## config.mk

```make
export PLATFORM = sky130hd
export DESIGN_NAME = metaball_field_intensity
export DESIGN_NICKNAME = d
export VERILOG_FILES = /design/src/hw/rtl/mbfi_pkg.sv /design/src/hw/rtl/mbfi_cell.sv /design/src/hw/rtl/metaball_field_intensity.sv
export SDC_FILE = /design/constraint.sdc
export NUM_CORES = 2
export LEC_CHECK = 0
export ABC_AREA = 1
export BUFFER_PORTS_ARGS = -buffer_cell sky130_fd_sc_hd__buf_2
export CAP_MARGIN = 10
export CORE_ASPECT_RATIO = 1.75
export CORE_MARGIN = 1.5
export CORE_UTILIZATION = 51
export DETAILED_ROUTE_END_ITERATION = 7
export PLACE_DENSITY = 0.75
export SKIP_CTS_REPAIR_TIMING = 1
export SKIP_LAST_GASP = 1
export SYNTH_ARGS = -nofsm -noshare
export SYNTH_HDL_FRONTEND = slang
export SYNTH_HIERARCHICAL = 1
export SYNTH_SLANG_ARGS = --single-unit
```

## constraint.sdc

```tcl
create_clock -name clk -period 8.51 [get_ports clk]
set_input_delay 0.851 -clock clk [delete_from_list [all_inputs] [get_ports clk]]
set_output_delay 0.851 -clock clk [all_outputs]
set_load 0.1 [all_outputs]
```

## src/hw/rtl/mbfi_pkg.sv

```systemverilog
// Shared constants, types and the reciprocal table for the metaball field block.
package mbfi_pkg;
    localparam int BALL_LIMIT = 6;
    localparam int POS_REGS = 6;
    localparam int CELLS = (BALL_LIMIT < POS_REGS) ? BALL_LIMIT : POS_REGS;
    localparam int CNT_W = 3;
    localparam int COORD_W = 7;
    localparam int POS_W = 15;
    localparam int ROOT_W = 8;
    localparam int SQ_W = 16;
    localparam int STEP_W = 4;
    localparam int ROOT_STEPS = ROOT_W;
    localparam logic [7:0] FULL_SCALE = 8'd255;
    localparam logic [7:0] FLOOR_OFFSET = 8'd32;

    localparam logic [CNT_W-1:0] REG_BALL_COUNT = 3'd0;

    typedef enum logic [2:0] {
        ST_IDLE = 3'b001,
        ST_RUN  = 3'b010,
        ST_OUT  = 3'b100
    } state_t;

    // Hand-off between neighbouring cells.
    typedef struct packed {
        logic [COORD_W-1:0] px;
        logic [COORD_W-1:0] py;
        logic [7:0]         sum;
    } link_t;

    typedef logic [255:0][7:0] recip_tab_t;

    // Floor of 255 / d for d in 1..255 by repeated subtraction; d of zero gives full scale.
    function automatic recip_tab_t build_recip();
        recip_tab_t t;
        int r;
        int q;
        for (int k = 0; k < 256; k++)
        begin
            r = 255;
            q = 0;
            if (k == 0)
                q = 255;
            else
            begin
                while (r >= k)
                begin
                    r = r - k;
                    q = q + 1;
                end
            end
            t[k] = 8'(q);
        end
        return t;
    endfunction

    localparam recip_tab_t RECIP_TAB = build_recip();

    function automatic logic [7:0] recip(input logic [ROOT_W-1:0] d);
        return RECIP_TAB[d];
    endfunction
endpackage

```

## src/hw/rtl/mbfi_cell.sv

```systemverilog
// One ball cell: bit-serial square root of the squared distance and saturating accumulate.
module mbfi_cell (
    input  logic                        clk,
    input  logic                        rst_n,
    input  logic                        start,
    input  logic                        active,
    input  logic [mbfi_pkg::POS_W-1:0]  position,
    input  mbfi_pkg::link_t             link_in,
    output mbfi_pkg::link_t             link_out
);
    localparam logic [mbfi_pkg::STEP_W-1:0] STEP_W_ONE = 4'd1;

    logic [mbfi_pkg::SQ_W-1:0]   rem_reg, rem_next;
    logic [mbfi_pkg::ROOT_W-1:0] root_reg, root_next;
    logic [mbfi_pkg::STEP_W-1:0] step_reg, step_next;
    mbfi_pkg::link_t             hold_reg, hold_next;
    logic [6:0] bx, by, dx, dy;
    logic [mbfi_pkg::SQ_W-1:0] sq;
    logic [mbfi_pkg::ROOT_W-1:0] trial;
    logic [mbfi_pkg::SQ_W-1:0] part;
    logic [2:0] idx;
    logic [8:0] acc;

    assign bx = position[6:0];
    assign by = position[14:8];
    assign dx = (link_in.px > bx) ? link_in.px - bx : bx - link_in.px;
    assign dy = (link_in.py > by) ? link_in.py - by : by - link_in.py;
    assign sq = (16'(dx) * 16'(dx)) + (16'(dy) * 16'(dy));

    always_comb
    begin
        rem_next  = rem_reg;
        root_next = root_reg;
        step_next = step_reg;
        hold_next = hold_reg;
        idx   = 3'(mbfi_pkg::ROOT_STEPS - 32'(step_reg));
        trial = root_reg | (8'd1 << idx);
        part  = 16'(trial) * 16'(trial);
        acc   = 9'(hold_reg.sum) + 9'(mbfi_pkg::recip(root_reg));
        if (start)
        begin
            rem_next  = sq;
            root_next = '0;
            step_next = STEP_W_ONE;
            hold_next = link_in;
        end
        else if (step_reg != '0)
        begin
            if (step_reg <= 4'(mbfi_pkg::ROOT_STEPS))
            begin
                if (part <= rem_reg)
                    root_next = trial;
                step_next = step_reg + 4'd1;
            end
            else
            begin
                step_next = '0;
                if (active)
                    hold_next.sum = acc[8] ? mbfi_pkg::FULL_SCALE : acc[7:0];
            end
        end
    end

    always_ff @(posedge clk or negedge rst_n)
    begin
        if (!rst_n)
            step_reg <= '0;
        else
            step_reg <= step_next;
    end

    always_ff @(posedge clk)
    begin
        rem_reg  <= rem_next;
        root_reg <= root_next;
        hold_reg <= hold_next;
    end

    assign link_out = hold_reg;
endmodule

```

## src/hw/rtl/metaball_field_intensity.sv

```systemverilog
// Top level of the metaball field intensity block.
// One pixel is taken per request and yields one 8-bit intensity. The balls sit in a
// chain of cells, one per ball; the pixel and a running sum pass from cell to cell.
// Each cell loads the pixel, finds the floor square root of the squared distance
// one root bit per cycle, and then adds its reciprocal share, after which the next
// of the six cells takes the pixel and sum. The result is then offered from the
// last cell's sum register and held there until taken, and the block passes back
// through its idle state, where the next request is accepted. One pixel is in
// flight at a time.
module metaball_field_intensity (
    input  logic        clk,
    input  logic        rst_n,
    input  logic        s_axis_tvalid,
    output logic        s_axis_tready,
    input  logic [15:0] s_axis_tdata,   // pixel_x [6:0], pixel_y [13:7], zeros
    output logic        m_axis_tvalid,
    input  logic        m_axis_tready,
    output logic [7:0]  m_axis_tdata,   // intensity [7:0]
    input  logic        cfg_we,
    input  logic [2:0]  cfg_index,
    input  logic [14:0] cfg_data
);
    localparam int N = mbfi_pkg::CELLS;
    localparam int PHASE = mbfi_pkg::ROOT_STEPS + 2;

    mbfi_pkg::state_t state_reg, state_next;
    logic [mbfi_pkg::CNT_W-1:0] count_reg;
    logic [mbfi_pkg::POS_W-1:0] pos_reg [mbfi_pkg::POS_REGS];
    logic [3:0] tick_reg, tick_next;
    logic [2:0] cell_reg, cell_next;
    logic [mbfi_pkg::CNT_W-1:0] active_n;
    mbfi_pkg::link_t seed_reg;
    mbfi_pkg::link_t link [N+1];
    logic [N-1:0] start;
    logic [7:0] fin;

    assign active_n = (count_reg > 3'(N)) ? 3'(N) : count_reg;

    // Seed the chain with the accepted pixel and an empty sum.
    always_ff @(posedge clk)
    begin
        if (s_axis_tvalid && s_axis_tready)
        begin
            seed_reg.px  <= s_axis_tdata[6:0];
            seed_reg.py  <= s_axis_tdata[13:7];
            seed_reg.sum <= '0;
        end
    end

    assign link[0] = seed_reg;

    genvar g;
    generate
        for (g = 0; g < N; g++)
        begin : g_cell
            assign start[g] = (state_reg == mbfi_pkg::ST_RUN) && (cell_reg == 3'(g))
                              && (tick_reg == '0);
            mbfi_cell u_cell (
                .clk      (clk),
                .rst_n    (rst_n),
                .start    (start[g]),
                .active   (3'(g) < active_n),
                .position (pos_reg[g]),
                .link_in  (link[g]),
                .link_out (link[g+1])
            );
        end
    endgenerate

    // The last cell holds its sum while the result waits, so take the offset off there.
    assign fin = (link[N].sum > mbfi_pkg::FLOOR_OFFSET) ?
                 link[N].sum - mbfi_pkg::FLOOR_OFFSET : '0;

    // Step the chain one cell per phase; hold the result until taken.
    always_comb
    begin
        state_next = state_reg;
        tick_next  = tick_reg;
        cell_next  = cell_reg;
        case (state_reg)
            mbfi_pkg::ST_IDLE:
            begin
                if (s_axis_tvalid)
                begin
                    state_next = mbfi_pkg::ST_RUN;
                    tick_next  = '0;
                    cell_next  = '0;
                end
            end
            mbfi_pkg::ST_RUN:
            begin
                if (tick_reg == 4'(PHASE - 1))
                begin
                    tick_next = '0;
                    if (cell_reg == 3'(N - 1))
                        state_next = mbfi_pkg::ST_OUT;
                    else
                        cell_next = cell_reg + 3'd1;
                end
                else
                    tick_next = tick_reg + 4'd1;
            end
            mbfi_pkg::ST_OUT:
            begin
                if (m_axis_tready)
                    state_next = mbfi_pkg::ST_IDLE;
            end
            default: state_next = mbfi_pkg::ST_IDLE;
        endcase
    end

    always_ff @(posedge clk or negedge rst_n)
    begin
        if (!rst_n)
        begin
            state_reg <= mbfi_pkg::ST_IDLE;
            tick_reg  <= '0;
            cell_reg  <= '0;
            count_reg <= 3'd3;
            for (int i = 0; i < mbfi_pkg::POS_REGS; i++)
                pos_reg[i] <= '0;
        end
        else
        begin
            state_reg <= state_next;
            tick_reg  <= tick_next;
            cell_reg  <= cell_next;
            if (cfg_we)
            begin
                if (cfg_index == mbfi_pkg::REG_BALL_COUNT)
                    count_reg <= cfg_data[2:0];
                else if (cfg_index <= 3'(mbfi_pkg::POS_REGS))
                    pos_reg[cfg_index - 3'd1] <= cfg_data;
            end
        end
    end

    assign s_axis_tready = (state_reg == mbfi_pkg::ST_IDLE);
    assign m_axis_tvalid = (state_reg == mbfi_pkg::ST_OUT);
    assign m_axis_tdata  = fin;
endmodule

```

# Word level (Yosys, flattened, before mapping)
# Memories as Yosys holds them, arrays and structs flattened. A register that Yosys moved wholly into a read port is not among the register bits.
# Cells that the tools add are included.
# op_classes
n_lt_le_gt_ge	41
shift	6
n_eq_ne	20
n_addsub	52
muxes	94
n_reduce_logical	53
mul	18
div	0
bitwise	8
# op_table
cell	count
$mux W8	48
$mul A7 B7 Y14	12
$sub A7 B7 Y7	24
$le A16 B16 Y1	6
$mul A8 B8 Y16	6
$add A14 B14 Y15	6
$bwmux W90	1
$gt A7 B7 Y1	12
$mux W7	12
$mux W4	20
$add A8 B8 Y9	6
$lt A8 B9 Y1 const B	6
$or A8 B8 Y8	6
$shl A1 B3 Y8 const A	6
$demux W15 S3	1
$reduce_and A3 Y1	13
$add A4 B1 Y4 const B	7
$reduce_bool A2 Y1	13
$le A4 B4 Y1 const B	6
$mux W3	8
$reduce_bool A4 Y1	6
$ne A2 B1 Y1 const B	9
$sub A1 B3 Y3 const A	6
$mux W15	1
other kinds (26)	51
# word_totals
ram_bits	0
register_bits	403
latchBits	0
out_inout_bits	10
wordCells	344
rom_bits	12288
in_bits	39
memories	6
# mem_list
name	depth	word_bits	rd	rd_clocked_by_memory_dff	wr	line_no	source
(no name shown)	256	8	1	1	0	mbfi_pkg.sv:60	return RECIP_TAB[d];
(no name shown)	256	8	1	1	0	mbfi_pkg.sv:60	
(no name shown)	256	8	1	1	0	mbfi_pkg.sv:60	
(no name shown)	256	8	1	1	0	mbfi_pkg.sv:60	
(no name shown)	256	8	1	1	0	mbfi_pkg.sv:60	
(no name shown)	256	8	1	1	0	mbfi_pkg.sv:60	

# Logic depth before layout (Yosys ltp)
# logic_depth
ltp_word	8
depth_mapped	51
depth_no_buf	51

# By module
# Netlist, hierarchy kept.
# by_module_without_submodules
mod	cells_per_inst	n_inst	area_each_um2	seq_area_each_um2
mbfi_cell at g_cell[1].u_cell ...	1015	2	8393.0	1531.5
mbfi_cell at g_cell[0].u_cell	1018	1	8338.0	1531.5
mbfi_cell at g_cell[3].u_cell	1009	1	8316.7	1531.5
mbfi_cell at g_cell[4].u_cell	1008	1	8313.0	1531.5
mbfi_cell at g_cell[5].u_cell	1012	1	8261.7	1531.5
metaball_field_intensity	564	1	4919.7	3001.6

# Worst setup path before layout
# Ideal clock, no wire load.
# synth_timing
path_kind	reg2reg
start	register g_cell[3].u_cell/step_reg[0] (netlist name)
end	register with a tool-made name
slack_ns	1.259
path_buffers	2
arrival_time_ns	7.136
t_required_ns	8.394
setup_ns	0.116
synth_period_minus_slack_ns	7.251
stages_incl_launch_ff	44
path_cell_list	dfrtp_1 > inv_1 > ha_1 > inv_1 > or2_4 > nand2_4 > o21ai_0 > clkbuf_1 > nand2_1 > fa_1 > inv_1 > fa_1 > fa_1 > inv_1 > fa_1 > inv_1 > ha_1 > a21oi_1 > [... 8 more ...] > xnor2_1 > ha_1 > nand4_1 > or3b_2 > nand2_1 > nand2_2 > buf_6 > nand2_1 > nand3_2 > ha_1 > inv_1 > nand3_1 > nand3_1 > nand3_1 > nand3_1 > nand2_1 > nand2_1 > nand2_1
# synth_rtl
element	line_no	source
start, declared	mbfi_cell.sv:15	logic [mbfi_pkg::STEP_W-1:0] step_reg, step_next;
start signal, assigned	mbfi_cell.sv:69	step_reg <= step_next;

==> results.toml <==
[status]
status = "finished, final reports clean"

[yosys]
syn_area_mm2 = 0.0543
syn_inst = 6603
syn_avg_cell_area_um2 = 8.22
yosys_warnings = 6

[setup_path]
worstRegToRegCells = 43
cp-end-kind = "flop"
crit_start = "g_cell[3].u_cell/step_reg[0]"
crit_arrival_ns = 8.47
required_ns = 9.04
r2r_slack_ns = 0.57
worst-path-max-fanout = 12
timing.rr.start = "g_cell[3].u_cell/step_reg[0]"
cp-start-kind = "flop"
path_class = "reg -> reg"
slowest_stage = "fa_1"
crit_top_cell = "nand2_1"
critPathMaxStageDelay_ns = 0.56

[timing]
hold_viol = 0
rsz0062_at_grt = "yes"
clock.fmax_ghz = 0.126
clock_skew_ns = 0.0531
fin_setup_tns_ns = 0
period_share_pct = 93.3
maxSlewViolCount = 0
worst-slew-pin-transition_ns = 1.13
finalCriticalPeriod_ns = 7.94
slew_headroom_pct = 24.5
worst_hold_slack_ns = 0.317
setup_viol = 0

[clock_network]
numCtsBuffers = 47
clk_pin_slew_ns = 0.07
cts_max_level = 2
root_buffer = "clkbuf_16"
cts_tree = "yes"
clk_path_buf_depth = 3
clkSinkCount = 439
clkLatencyLatePin_ns = 0.63

[floorplanning]
fp.dieH_um = 435
row_count = 158
io_pins = 49
chipWidth_um = 250
dieArea_mm2 = 0.109
initial_core_util_pct = 51.3
core_area_mm2 = 0.106

[route]
detail-route-antenna-nets = 0
dr.pass1.iters = 7
vias_per_cell = 5.14
wl_per_cell_um = 15.1
vias = 41800
drt_iter0_markers = 1648
wl_mm = 122
drc_errors = 0

[global_route]
grt_overflow_total = 0
grt_start_max_net_pins = 74
grt_pass1_wl_mm = 206
grt_antenna_before_repair = 1
grt_pass1_vias = 45000
track_usage_pct = 23.3

[finish]
n_fill_cell = 9442
fin_util_pct = 55.1
syn_to_final_growth_pct = 7.35
final_nets = 8059
drive_above_1_share_pct = 6.01
final_cell_area_mm2 = 0.0583

[placement]
placed_area_mm2 = 0.0565
gp_congestion = 0.926
hpwl_mm = 102
io_buffers = 45

[flow_run]
maxCapViolations = 0

[hold_path]
hold_path_class = "in -> async"
## metal layers
metal,vias up,GRT usage (%),wire length [µm]
li1,20500,-,-
met3,390,1.76,2620
met1,20100,21.2,41100
met4,0,14.4,8170
met2,694,48.6,70400
met5,-,0,0
## cells in the final DEF, fill, tap and decap left out, drive strengths merged, types with 22 or more instances in the layout
cell    instances
o211ai         36
a21oi         374
ha            800
edfxtp        222
nand3         235
dfrtp         118
nor2          522
nand4          22
a31oi          24
buf           121
nand2        1180
xnor2          90
xor2          198
o21ai         199
clkbuf         59
inv          1707
nor3           37
dfxtp          96
o21bai         44
fa            498
## per-stage QoR
stage                     setup WS [ns]  std cells
after CTS                         0.346       8118
after floorplan                    1.26       6610
after detailed placement          0.431       8030
after global placement            0.565       8030
final                             0.568       8122
after global routing            -0.0644       8122
## final cells by class
| class | instances | area, µm² | share of cell area (%) |
|---|---|---|---|
| Antenna cell | 1 | 2.50 | 0.00429 |
| Clock buffer | 59 | 1300 | 2.24 |
| Clock inverter | 29 | 402 | 0.689 |
| Inverter | 1708 | 6410 | 11.0 |
| Multi-Input combinational cell | 4405 | 36000 | 61.8 |
| Sequential cell | 439 | 11600 | 19.9 |
| Tap cell | 1360 | 1700 | 2.92 |
| Timing Repair Buffer | 121 | 800 | 1.37 |
## how the worst min path moves through the flow
stage,end,start,cells after the start,slack [ns]
5_1_grt,g_cell[5].u_cell/step_reg[0],rst_n,1,0.36
2_1_floorplan,g_cell[0].u_cell/link_out[14],link[146],0,0.43
3_3_place_gp,g_cell[3].u_cell/link_out[14],g_cell[2].u_cell/link_out[14],0,0.45
3_5_place_dp,g_cell[3].u_cell/link_out[14],g_cell[2].u_cell/link_out[14],0,0.45
4_1_cts,g_cell[3].u_cell/step_reg[1],rst_n,1,0.31
6_report,g_cell[5].u_cell/step_reg[0],rst_n,1,0.32
## worst max-delay path, delay by kind of cell (launching register included)
family	cells	cell delay (ns)
buf+inv	8	0.75
fa+ha+maj	8	3.15
xor+xnor	1	0.10
flops	1	0.46
compound gates	5	0.80
simple gates	21	2.56
Power is left out: the tool's default activity adds up to more than one toggle a clock period on the data nets, which glitch-free logic cannot reach.
